===== src/rtl/lss_pkg.sv =====
// ----------------------------------------------------------------------------
// lss_pkg
// Shared constants, codes and types of the stack with value search.
// ----------------------------------------------------------------------------
package lss_pkg;

  localparam int DEPTH   = 16;
  localparam int CNT_W   = $clog2(DEPTH + 1);
  localparam int VAL_W   = 32;
  localparam int FIELD_W = 5;

  typedef enum logic [1:0] {
    CMD_PUSH   = 2'd0,
    CMD_POP    = 2'd1,
    CMD_SEARCH = 2'd2,
    CMD_CLEAR  = 2'd3
  } cmd_t;

  typedef enum logic [1:0] {
    ST_OK       = 2'd0,
    ST_EMPTY    = 2'd1,
    ST_FULL     = 2'd2,
    ST_NOTFOUND = 2'd3
  } status_t;

  // shift control broadcast to every cell
  typedef struct packed {
    logic push;
    logic pop;
  } shift_t;

endpackage


===== src/rtl/lss_cell.sv =====
// ----------------------------------------------------------------------------
// lss_cell
// One stack entry: shifts down on push, up on pop, compares against the key.
// ----------------------------------------------------------------------------
module lss_cell (
  input  logic                        clk,
  input  lss_pkg::shift_t             ctrl,
  input  logic signed [lss_pkg::VAL_W-1:0] above_value,
  input  logic signed [lss_pkg::VAL_W-1:0] below_value,
  input  logic signed [lss_pkg::VAL_W-1:0] key,
  output logic signed [lss_pkg::VAL_W-1:0] value,
  output logic                        match
);
  import lss_pkg::*;

  always_ff @(posedge clk) begin
    if (ctrl.push) begin
      value <= above_value;
    end else if (ctrl.pop) begin
      value <= below_value;
    end
  end

  assign match = (value == key);

endmodule


===== src/rtl/lss_find.sv =====
// ----------------------------------------------------------------------------
// lss_find
// Picks the occupied matching cell nearest the top, 1-based position.
// ----------------------------------------------------------------------------
module lss_find (
  input  logic [lss_pkg::DEPTH-1:0] match,
  input  logic [lss_pkg::DEPTH-1:0] occupied,
  output logic                      found,
  output logic [lss_pkg::CNT_W-1:0] position
);
  import lss_pkg::*;

  logic [DEPTH-1:0] hit;

  assign hit   = match & occupied;
  assign found = |hit;

  // scan from the bottom so the topmost hit wins
  always_comb begin
    position = '0;
    for (int i = DEPTH - 1; i >= 0; i--) begin
      if (hit[i]) begin
        position = CNT_W'(i + 1);
      end
    end
  end

endmodule


===== src/rtl/lifo_stack_with_search_top.sv =====
// ----------------------------------------------------------------------------
// lifo_stack_with_search_top
// Bounded stack of signed 32-bit values with push, pop, search and clear.
// ----------------------------------------------------------------------------
// Commands arrive on the s_ stream: s_tuser carries the command (push, pop,
// search, clear) and s_tdata the value pushed or searched for. Each command
// yields exactly one result on the m_ stream: m_tuser carries the status and
// m_tdata the popped value, search position, top value and entry count.
// The entries live in a row of cells, the top in cell 0; a push shifts the
// whole row down one place, a pop shifts it up, and every cell compares its
// entry with the key so a search resolves in the same cycle.
// Results are registered and valid in the cycle after the transfer; one
// command is taken per cycle as long as the result register is empty or being
// drained, so the sustained rate is one item per cycle, set by the single
// output register. Reset empties the stack (fill count to zero) and drops any
// held result; entry contents are not cleared. When the receiver stalls the
// result holds in the output register and s_tready falls until it is taken.
// ----------------------------------------------------------------------------
module lifo_stack_with_search_top (
  input  logic        clk,
  input  logic        rst,
  input  logic        s_tvalid,
  output logic        s_tready,
  input  logic [31:0] s_tdata,   // [31:0] value
  input  logic [1:0]  s_tuser,   // [1:0] cmd
  output logic        m_tvalid,
  input  logic        m_tready,
  output logic [79:0] m_tdata,   // [31:0] popped_value, [36:32] found_position,
                                 // [68:37] top_value, [73:69] entry_count,
                                 // [79:74] zero
  output logic [1:0]  m_tuser    // [1:0] status
);
  import lss_pkg::*;

  logic signed [VAL_W-1:0] key;
  cmd_t                    cmd;
  logic                    accept;
  logic [CNT_W-1:0]        count;
  logic [CNT_W-1:0]        count_next;
  shift_t                  ctrl;
  logic signed [VAL_W-1:0] cells [DEPTH];
  logic [DEPTH-1:0]        match;
  logic [DEPTH-1:0]        occupied;
  logic                    found;
  logic [CNT_W-1:0]        position;
  logic                    empty;
  logic                    full;

  status_t                 status;
  logic signed [VAL_W-1:0] popped;
  logic [FIELD_W-1:0]      pos_out;
  logic signed [VAL_W-1:0] top;

  logic [1:0]              out_status;
  logic signed [VAL_W-1:0] out_popped;
  logic [FIELD_W-1:0]      out_pos;
  logic signed [VAL_W-1:0] out_top;
  logic [FIELD_W-1:0]      out_count;

  assign key      = s_tdata[VAL_W-1:0];
  assign cmd      = cmd_t'(s_tuser);
  assign s_tready = !m_tvalid || m_tready;
  assign accept   = s_tvalid && s_tready;
  assign empty    = (count == '0);
  assign full     = (count == CNT_W'(DEPTH));

  always_comb begin
    for (int i = 0; i < DEPTH; i++) begin
      occupied[i] = (CNT_W'(i) < count);
    end
  end

  // cell row
  for (genvar g = 0; g < DEPTH; g++) begin : g_cell
    logic signed [VAL_W-1:0] above;
    logic signed [VAL_W-1:0] below;
    if (g == 0) begin : g_first
      assign above = key;
    end else begin : g_mid
      assign above = cells[g-1];
    end
    if (g == DEPTH - 1) begin : g_last
      assign below = cells[g];
    end else begin : g_inner
      assign below = cells[g+1];
    end
    lss_cell u_cell (
      .clk         (clk),
      .ctrl        (ctrl),
      .above_value (above),
      .below_value (below),
      .key         (key),
      .value       (cells[g]),
      .match       (match[g])
    );
  end

  lss_find u_find (
    .match    (match),
    .occupied (occupied),
    .found    (found),
    .position (position)
  );

  always_comb begin
    ctrl       = '0;
    count_next = count;
    status     = ST_OK;
    popped     = '0;
    pos_out    = '0;
    top        = empty ? '0 : cells[0];
    case (cmd)
      CMD_PUSH: begin
        if (full) begin
          status = ST_FULL;
        end else begin
          ctrl.push  = accept;
          count_next = count + CNT_W'(1);
          top        = key;
        end
      end
      CMD_POP: begin
        if (empty) begin
          status = ST_EMPTY;
        end else begin
          ctrl.pop   = accept;
          count_next = count - CNT_W'(1);
          popped     = cells[0];
          top        = (count > CNT_W'(1)) ? cells[(DEPTH > 1) ? 1 : 0] : '0;
        end
      end
      CMD_SEARCH: begin
        if (empty) begin
          status = ST_EMPTY;
        end else if (found) begin
          pos_out = FIELD_W'(position);
        end else begin
          status = ST_NOTFOUND;
        end
      end
      default: begin
        if (empty) begin
          status = ST_EMPTY;
        end else begin
          count_next = '0;
          top        = '0;
        end
      end
    endcase
  end

  always_ff @(posedge clk) begin
    if (rst) begin
      count    <= '0;
      m_tvalid <= 1'b0;
    end else begin
      if (accept) begin
        count    <= count_next;
        m_tvalid <= 1'b1;
      end else if (m_tready) begin
        m_tvalid <= 1'b0;
      end
    end
  end

  always_ff @(posedge clk) begin
    if (accept) begin
      out_status <= status;
      out_popped <= popped;
      out_pos    <= pos_out;
      out_top    <= top;
      out_count  <= FIELD_W'(count_next);
    end
  end

  assign m_tuser = out_status;
  assign m_tdata = {6'd0, out_count, out_top, out_pos, out_popped};

  // fill count never goes past the depth
  a_count_bound: assert property (@(posedge clk) disable iff (rst)
    count <= CNT_W'(DEPTH))
    else $error("fill count beyond depth");

  // a push into a non-full stack lands on top and bumps the count
  a_push_top: assert property (@(posedge clk) disable iff (rst)
    accept && cmd == CMD_PUSH && !full |=>
      cells[0] == $past(key) && count == $past(count) + CNT_W'(1))
    else $error("push did not reach the top cell");

  // an empty status always reports an empty stack
  a_empty_count: assert property (@(posedge clk) disable iff (rst)
    m_tvalid && m_tuser == ST_EMPTY |-> out_count == '0 && out_top == '0)
    else $error("empty status with entries reported");

  // a successful search reports a position inside the stack
  a_search_pos: assert property (@(posedge clk) disable iff (rst)
    accept && cmd == CMD_SEARCH && found |->
      position != '0 && position <= count)
    else $error("search position out of range");

endmodule


===== config.mk =====
export PLATFORM = sky130hd
export DESIGN_NAME = lifo_stack_with_search_top
export DESIGN_NICKNAME = d
export VERILOG_FILES = /design/src/rtl/lss_pkg.sv /design/src/rtl/lss_cell.sv /design/src/rtl/lss_find.sv /design/src/rtl/lifo_stack_with_search_top.sv
export SDC_FILE = /design/constraint.sdc
export NUM_CORES = 1
export LEC_CHECK = 0
export BUFFER_PORTS_ARGS = -buffer_cell sky130_fd_sc_hd__buf_2
export CAP_MARGIN = 20
export CORE_MARGIN = 5
export CORE_UTILIZATION = 40
export CTS_CLUSTER_SIZE = 30
export DETAILED_ROUTE_END_ITERATION = 8
export MAX_ROUTING_LAYER = met4
export PLACE_DENSITY = 0.65
export SETUP_SLACK_MARGIN = 0.4
export SYNTH_ARGS = -nofsm -noshare
export SYNTH_HDL_FRONTEND = slang
export SYNTH_SLANG_ARGS = --single-unit

===== constraint.sdc =====
create_clock -name clk -period 37 [get_ports clk]
set_input_delay 1.85 -clock clk [delete_from_list [all_inputs] [get_ports clk]]
set_output_delay 1.85 -clock clk [all_outputs]
set_load 0.02 [all_outputs]

Yosys cells after proc, flatten, opt, wreduce, memory -nomap -nowiden

Index checks and enable logic that the tools add are counted.

Register bits after elaboration: 594
Latch bits: 0
Memory bits (writable): 0
ROM bits: 0
Input bits: 38
Output and inout bits: 84
Logic and storage cells: 148
Memories kept: 0

Add/sub/neg operators: 2
$mul: 0
Divide/modulo/power cells: 0
$lt $le $gt $ge: 17
Equal/unequal tests: 19
Shifts and indexed selects: 0
Mux-type cells: 67
Bitwise logic cells: 3
Reduce and logical (&&, ||, !) cells: 13

Operator list:

| kind                  | number |
|---|---|
| $mux W32              | 35 |
| $eq A32 B32 Y1        | 16 |
| $pmux W32 S3          | 1 |
| $lt A4 B5 Y1 const A  | 8 |
| $mux W4               | 8 |
| $lt A3 B5 Y1 const A  | 4 |
| $mux W5               | 4 |
| $reduce_or A18 Y1     | 1 |
| $and A16 B16 Y16      | 1 |
| $reduce_or A16 Y1     | 1 |
| $pmux W5 S3           | 1 |
| $mux W3               | 4 |
| $lt A1 B5 Y1 const A  | 2 |
| $lt A2 B5 Y1 const A  | 2 |
| $mux W2               | 5 |
| $reduce_or A10 Y1     | 1 |
| $mux W1               | 8 |
| $reduce_or A6 Y1      | 1 |
| $add A5 B1 Y5 const B | 1 |
| $eq A5 B5 Y1 const B  | 1 |
| $gt A5 B1 Y1 const B  | 1 |
| $logic_not A5 Y1      | 1 |
| $sub A5 B1 Y5 const B | 1 |
| $pmux W2 S2           | 1 |
| other kinds (10)      | 12 |

Logic depth before layout (Yosys ltp)

Gate-level depths: netlist of the first run.

Word-level depth: 18
Depth in mapped cells: 13
Mapped depth without buffers: 11

By module

From an unflattened synthesis of the first run, not the netlist that was laid out.

Cells, all modules: 2153
Area total of the unflattened synthesis: 31699.2 um^2

Modules (own cells, without submodules):

| module                     | times used | cells an instance | area an instance (um^2) | seq. area each (um^2) |
|---|---|---|---|---|
| lss_cell                   | 16         | 112               | 1712.9                  | 960.9 |
| lifo_stack_with_search_top | 1          | 322               | 3995.1                  | 2402.3 |
| lss_find                   | 1          | 39                | 297.8                   | 0.0 |

Worst setup path before layout of the first run

Ideal clock, no wire load.

Path kind: input to register
Start point: in s_tuser[0]
End point: reg g_cell[0].u_cell.value[0] (netlist bit), enable pin
Library setup time: 1333 ps
Arrival time: 22427 ps
Required time: 35667 ps
Setup slack: 13241 ps
Stages: 4
Buffers on the path: 1
Cell sequence: a211oi_4 > clkbuf_1 > nor2_1 > nor2_1

Cells in the longest elaborated chain, start to end: 3
Elaborated cells on any way between the ends: 5
Those cells by class: 1 x eq/ne; 2 x mux; 2 x reduce/logical

RTL lines:

| what                                                    | RTL line                          | text |
|---|---|---|
| start: declaration                                      | lifo_stack_with_search_top.sv:25  | `input logic [1:0] s_tuser,` |
| $eq A2 B1 Y1 / $logic_not A2 Y1 (equally long branches) | lifo_stack_with_search_top.sv:112 | `case (cmd)` |
| $mux W1                                                 | lifo_stack_with_search_top.sv:112 |  |
| $reduce_bool A2 Y1 (no line) *                          | -                                 |  |
| end signal: assignment                                  | lss_cell.sv:18                    | `value <= above_value;` |
| end signal: assignment                                  | lss_cell.sv:20                    | `value <= below_value;` |
| end: declaration                                        | lss_cell.sv:11                    | `output logic signed [lss_pkg::VAL_W-1:0] value,` |

Mark *: on every way between the ends. The rest lies on a longest branch, timed or not.
A chain may end at the register's enable or synchronous reset.

Worst setup path after layout of the first run

Start point: in s_tuser[0]
End point: reg g_cell[15].u_cell.value[28] (netlist bit), enable pin

Cells in the longest elaborated chain, start to end: 2

RTL lines:

| what                   | RTL line |
|---|---|
| $logic_not A2 Y1       | lifo_stack_with_search_top.sv:112 |
| $mux W1                | lifo_stack_with_search_top.sv:112 |
| end signal: assignment | lss_cell.sv:18 |
| end signal: assignment | lss_cell.sv:20 |
| end: declaration       | lss_cell.sv:11 |

No other way between the ends.

==> results of run 1 <==
==> where the power goes <==
group          switching, uW  internal (uW)  total [uW]
combinational            119           55.4         174
sequential              35.7            783         819
clock                    270            307         577
total                    424           1150        1570
==> routing by layer <==
layer	up-vias	track usage	share of wire
li1	10500	-	-
met1	11300	0.324	0.41
met2	1397	0.343	0.44
met3	197	0.0488	0.12
met4	0	0.0674	0.033
met5	-	-	0
==> stage by stage <==
step | hold slack [ns] | setup slack [ns]
6_report | 0.506 | 30.65
5_1_grt | 0.517 | 30.44
4_1_cts | 0.505 | 30.78
3_5_place_dp | 0.490 | 30.09
3_3_place_gp | 0.482 | 29.75
2_1_floorplan | 0.471 | 13.24
==> worst reg2reg max path, delay by kind of cell (launching register included) <==
| kind | cells | cell delay [ns] |
|---|---|---|
| buffers and inverters | 6 | 4.03 |
| adder cells (fa/ha/maj) | 1 | 0.24 |
| flip-flops | 1 | 0.56 |
| AO/OA/AOI/OAI | 1 | 0.26 |
| AND/OR/NAND/NOR | 3 | 0.64 |
==> worst max-delay path by stage <==
stage	startpoint	to	cells past startpoint	slack, ns
after detailed placement	s_tuser[0]	g_cell[2].u_cell.value[19]	9	30.09
final	s_tuser[0]	g_cell[15].u_cell.value[28]	8	30.65
after floorplan	s_tuser[0]	g_cell[0].u_cell.value[0]	4	13.24
after global placement	s_tuser[0]	g_cell[3].u_cell.value[19]	8	29.75
after CTS	s_tuser[0]	g_cell[3].u_cell.value[4]	9	30.78
after global routing	s_tuser[0]	g_cell[12].u_cell.value[16]	10	30.44
==> cell families (layout without fill, tap and decap cells) <==
logic type	after synthesis	in the layout	share of synthesized area
AND/OR/NAND/NOR	1724	1724	0.225
flip-flops	594	594	0.564
XOR/XNOR	514	514	0.144
buffers and inverters	235	294	0.0446
AO/OA/AOI/OAI	75	75	0.0211
adder cells (fa/ha/maj)	4	4	0.00159
multiplexers	2	2	0.000674
other	1	11	0.000119
==> cells in the final DEF, fill, tap and decap left out, types with 3 or more instances in the layout <==
master      count
and2_1         33
clkinv_2       11
xor2_1        308
a31oi_1         3
clkbuf_16      60
dfxtp_1         6
xnor2_1       202
nor4_2          3
nor2b_1         5
diode_2         5
clkbuf_1       13
nand3_1        17
nand4_1        64
inv_1          37
nor4_1         79
a21oi_1        11
nor2_1         21
buf_4          30
buf_2         115
clkinvlp_4      4
a222oi_1       32
xnor2_2         4
nor3_1         19
ha_1            4
edfxtp_1      588
conb_1          6
nor3_2          3
nand2b_1        5
nand2_1      1459
o21ai_0         8
clkinv_1       12
==> flip-flops by register name (all words and copies together), names as in the netlist <==
name / cells
out_popped: 32
g_cell.u_cell.value: 512
count: 5
m_tvalid: 1
out_count: 5
out_pos: 5
m_tuser: 2
out_top: 32
==> cells in the mapped netlist (3+ instances only) <==
cell type	number
a31oi_1	3
nor4_2	3
nor3_2	3
clkbuf_1	89
nor4_1	79
buf_6	44
nor2_1	23
dfxtp_1	6
buf_4	22
nor3_1	19
inv_1	38
nor2b_1	5
nand4_1	64
nand3_1	17
nand2b_1	5
a222oi_1	32
and2_1	33
xnor2_2	4
o21ai_0	8
xnor2_1	202
edfxtp_1	588
buf_8	3
nand2_1	1460
a21oi_1	12
ha_1	4
buf_2	33
xor2_1	308
==> layout make-up <==
class | instances | area [sq um]
inverters | 39 | 155
well taps | 1050 | 1310
repair buffers | 149 | 883
diodes | 5 | 12.5
clock buffers | 74 | 1560
multi-input cells | 2325 | 12400
clock inverters | 32 | 225
flip-flops and latches | 594 | 17800
fillers | 7538 | 44300
==> results.md, run 1 <==
- Post-DP Area: ~32,000 sq um
- Port Buf Inserts: 115
- Tcrit/Tclk final: 0.172
- Fin area: 34,300 sq um
- Worst Setup End Kind: flip-flop
- Gr ovfl total: 0
- Critical-path cell list: buf_2 > a211oi_4 > buf_4 > nand2_4 > inv_8 > buf_4 > buf_12 > buf_4
- Overall power: around 1600 uW
- Min Tclk post-route: between 6 and 7 ns
- Share of cells above drive strength 1: 0.0809
- Vias per inst: about 5.5
- Core Util, Final: 0.437
- Initial Util: 0.401
- Core area: 78,600 sq um
- Global-route wire length before repair: 145,000 um
- WP data arrival: 6.60 ns
- Synth cell types: 62
- Leak: 0.0137 uW
- RePlAce Congestion: about 0.88
- GRT Util Overall: 0.232
- Critical path buffer and inverter count: 6
- Cts hold-fix bufs: 0
- Post-Syn Area per Cell: 10.0 sq um
- Tightest Pin Transition: about 1.1 ns
- Max Root-Sink Buffers: 3
- Routed WL per cell: 23.3 um
- Synth async-reset ratio: 0
- CTS tree: built
- Max Clock Skew: 0.0251 ns
- Clk Latency, worst-skew pair: 0.65 ns
- Dominant cells by area after synthesis: edfxtp_1 56%, nand2_1 17%, xor2_1 8.6%
- Power density over the cells: between 40 and 50 nW/um^2
- Final hold vios: 0
- Worst r2r src: count[0]
- Worst hold path class: flip-flop to flip-flop
- # IOs: 122
- Routed WL: between 90,000 and 100,000 um
- Slowest stage cell on the critical path: buf_4
- WS Path Type: primary input to flip-flop
- First-iteration detailed-routing DRC count: 3,632
- Cts repair resizes: 0
- Core Rows: 103
- Final cell count without fillers: between 4,000 and 5,000
- Setup Buffers After CTS: 0
- Status: completed
- Synth Flop Type: edfxtp_1
- Worst hold stages: 0
- Drt first pass iters: 8
- # DRC: 0
- R2r endpoint: g_cell[15].u_cell.value[28]
- Seq/Total Area, Yosys: 0.564
- Final setup fails: 0
- Synthesized area: 31,500 sq um
- Reg2Reg Depth: 11
- DIE AREA: 84,600 sq um
- Required time of the worst setup path: between 30 and 40 ns
- Setup TNS: 0 ns
- CP Launch Type: primary input
- Slew Limit Fails: 0
- Nets@finish: between 3,000 and 4,000
- Crit-path max FO: 206
- Pin count of the biggest net entering global routing: 207
- DIE WIDTH: 291 um
- Clock transition at path regs: 0.06 ns
- CP top delay family: buffers and inverters
- # clock sinks: 594
- Max-slew headroom: 0.247
- Routed vias: 23,400
- Synthesized flop and latch total: just under 600
- Die Y-Extent: 291 um
- Ys Warns: 0
- Worst IR Drop VDD: 0.0000345 V
- Synth Instances: ~3,100
- Routed Antenna Nets: 0
- MaxCap Viol Count: 0
- Total clock buffers created by CTS: 59
- Syn-to-layout area delta: 8.84%
- Area leader, netlist: edfxtp_1
- Post-synth EDFFs: 588
- CP dominant cell by count: buf_4
- Hold endpoint: g_cell[15].u_cell.value[1]
- Final HPWL DP: 66,800 um
- Vias in the first global route: 22,000
- Fmax: 158 MHz
- Crit-path max cell delay: 0.94 ns
- RSZ-0062 raised after global routing: no
- Synth top area share: 0.560
- H-tree levels: 2
- DP Cell Count: 4,155
- Clock root buffer: clkbuf_16
- HP Start: g_cell[14].u_cell.value[1]
- Worst reg-to-reg setup slack: 30.85 ns
- Initial antenna violation count: 3
Note: power is estimated with default switching activity, not from simulation.
==> run 2, diff against run 1 <==
==> constraint.sdc (replaced) <==
create_clock -name clk -period 6.1 [get_ports clk]
set_input_delay 0.305 -clock clk [delete_from_list [all_inputs] [get_ports clk]]
set_output_delay 0.305 -clock clk [all_outputs]
set_load 0.02 [all_outputs]
==> run 2 against run 1 <==
Compared with the run above:
- non-clock buffer count down 5
- critical path depth unchanged
- via count decreased by 0.49%
- sequential power grew to 6.1 times the previous value
- sequential share of layout area decreased by 0.085 points
- wire length about the same
- sequential cell count unchanged
- register-to-register slack got worse by 29 ns
- clock power grew to 6.2 times the previous value
- utilization increased by 0.084 points
- highest routed layer unchanged
==> results.md, run 2 (synthesis gave the netlist of run 1 again) <==
- Status: completed
- Max reg flops: 512 (unchanged)
- Port Buf Inserts: 115 (unchanged)
- Nets@finish: 3,205 (-0.16%)
- Drt first pass iters: 8 (unchanged)
- Commonest non-fill, non-tap cells in the layout: 1,459 x nand2_1, 588 x edfxtp_1, 308 x xor2_1
- Share of cells above drive strength 1: 0.0804 (-0.000472)
- Worst reg-to-reg setup slack: 2.29 ns (-28.56 ns)
- Hold endpoint: m_tuser[1]
- Clock root buffer: clkbuf_16
- Cts hold-fix bufs: 3 (+3)
- Max Clock Skew: 0.0415 ns (+0.0165 ns)
- R2r endpoint: g_cell[10].u_cell.value[31]
- WP data arrival: 4.32 ns (-2.28 ns)
- Slew Limit Fails: 0 (unchanged)
- Min Tclk post-route: 3.81 ns
- H-tree levels: 2 (unchanged)
- Power density over the cells: 280 nW/um^2 (+510%)
- Final hold vios: 0 (unchanged)
- Worst hold stages: 2 (+2)
- Fmax: 262 MHz
- Worst hold path class: primary input to flip-flop
- Required time of the worst setup path: 6.61 ns (-30.64 ns)
- GRT Util Overall: 0.230 (-0.00153)
- Commonest non-fill, non-tap cell in the layout: nand2_1
- Worst Setup End Kind: flip-flop
- # IOs: 122 (unchanged)
- Gr ovfl total: 0 (unchanged)
- DIE WIDTH: 291 um (unchanged)
- Setup TNS: 0 ns (unchanged)
- First-iteration detailed-routing DRC count: 3,601 (-0.85%)
- Setup WS pre-CTS: 2.35 ns (-27.74 ns)
- Overall power: 9630 uW (+510%)
- RSZ-0062 raised after global routing: no
- Routed WL: 99,300 um (about the same)
- Fin area: 34,400 sq um (+0.19%)
- Total clock buffers created by CTS: 59 (unchanged)
- Clock transition at path regs: 0.06 ns (about the same)
- Vias in the first global route: 21,500 (-1.9%)
- Post-DP Area: 32,500 sq um (about the same)
- Final WS setup: 2.29 ns (-28.37 ns)
- Syn-to-layout area delta: 9.05%
- Routed WL per cell: 23.3 um (+0.18%)
- CP Launch Type: flip-flop
- Crit-path max FO: 136 (-34%)
- Leak: 0.0138 uW (+0.14%)
- Clk Latency, worst-skew pair: 0.66 ns (about the same)
- Die Y-Extent: 291 um (unchanged)
- CTS tree: built
- Worst IR Drop VDD: 0.000220 V (+540%)
- Worst r2r src: count[2]
- Global-route wire length before repair: 144,000 um (-1.1%)
- Routed vias: 23,300 (-0.49%)
- Largest reg by FF count: g_cell.u_cell.value
- Tcrit/Tclk final: 0.625
- Final setup fails: 0 (unchanged)
- MaxCap Viol Count: 0 (unchanged)
- Cts repair resizes: 0 (unchanged)
- DP Cell Count: 4,149 (-0.14%)
- Initial antenna violation count: 3 (unchanged)
- DIE AREA: 84,600 sq um (unchanged)
- # clock sinks: 594 (unchanged)
- Max-slew headroom: 0.213 (-0.0336)
- Core Rows: 103 (unchanged)
- Reg2Reg Depth: 8 (-3)
- Core area: 78,600 sq um (unchanged)
- Tightest Pin Transition: 1.18 ns (+0.0503 ns)
- Final HPWL DP: 67,200 um (+0.69%)
- Initial Util: 0.401 (unchanged)
- RePlAce Congestion: 0.916 (+3.8%)
- Max Root-Sink Buffers: 3 (unchanged)
- Vias per inst: 5.46 (-0.32%)
- Routed Antenna Nets: 0 (unchanged)
- HP Start: s_tuser[0]
- # DRC: 0 (unchanged)
- Setup Buffers After CTS: 0 (unchanged)
- Final cell count without fillers: 4,261 (-0.16%)
- Largest registers: g_cell.u_cell.value x512, out_popped x32, out_top x32
- WS Path Type: flip-flop to flip-flop
- Pin count of the biggest net entering global routing: 224 (+8.2%)
run 2: per-layer routing:
metal,global-route usage,vias up,part of all wire
li1,-,10500,-
met1,0.319,11200,0.41
met2,0.340,1355,0.44
met3,0.0475,210,0.11
met4,0.0763,0,0.037
met5,-,-,0
run 2: worst max-delay path, cell delays in order, from the launching register on:
cell	delay (ns)
dfxtp_1	0.67
nand2b_4	0.25
nor2_2	0.06
a211oi_4	0.28
nand2_4	0.56
inv_8	0.82
buf_12	0.55
nand2_1	0.18
nand2_1	0.11
run 2: how the worst max path moves through the flow:
stage | start | to | slack, ns
finish | count[2] | g_cell[10].u_cell.value[31] | 2.29
global route | count[2] | g_cell[10].u_cell.value[31] | 2.13
CTS | count[2] | g_cell[10].u_cell.value[31] | 2.35
detailed placement | count[2] | g_cell[10].u_cell.value[31] | 2.35
global placement | s_tdata[4] | out_pos[0] | 2.33
floorplan | count[1] | g_cell[0].u_cell.value[0] | -2.80
run 2: power by group:
group	leakage, uW	switching, uW	internal (uW)	total [uW]
Clock	0.000900	1620	1970	3590
Sequential	0.00554	212	4750	4960
Combinational	0.00733	734	339	1070
run 2: through the flow:
step	hold WS, ns	utilization
6_report	0.185	0.438
4_1_cts	0.153	0.437
5_1_grt	0.192	0.438
2_1_floorplan	0.364	-
3_5_place_dp	0.492	0.414
3_3_place_gp	0.487	0.414
run 2: final cells by class:
class,instances,area [sq um]
Antenna cell,4,10.0
Fill cell,7531,44200
Multi-Input combinational cell,2325,12400
Clock inverter,34,289
Sequential cell,594,17800
Tap cell,1050,1310
Inverter,39,158
Clock buffer,71,1550
Timing Repair Buffer,144,863
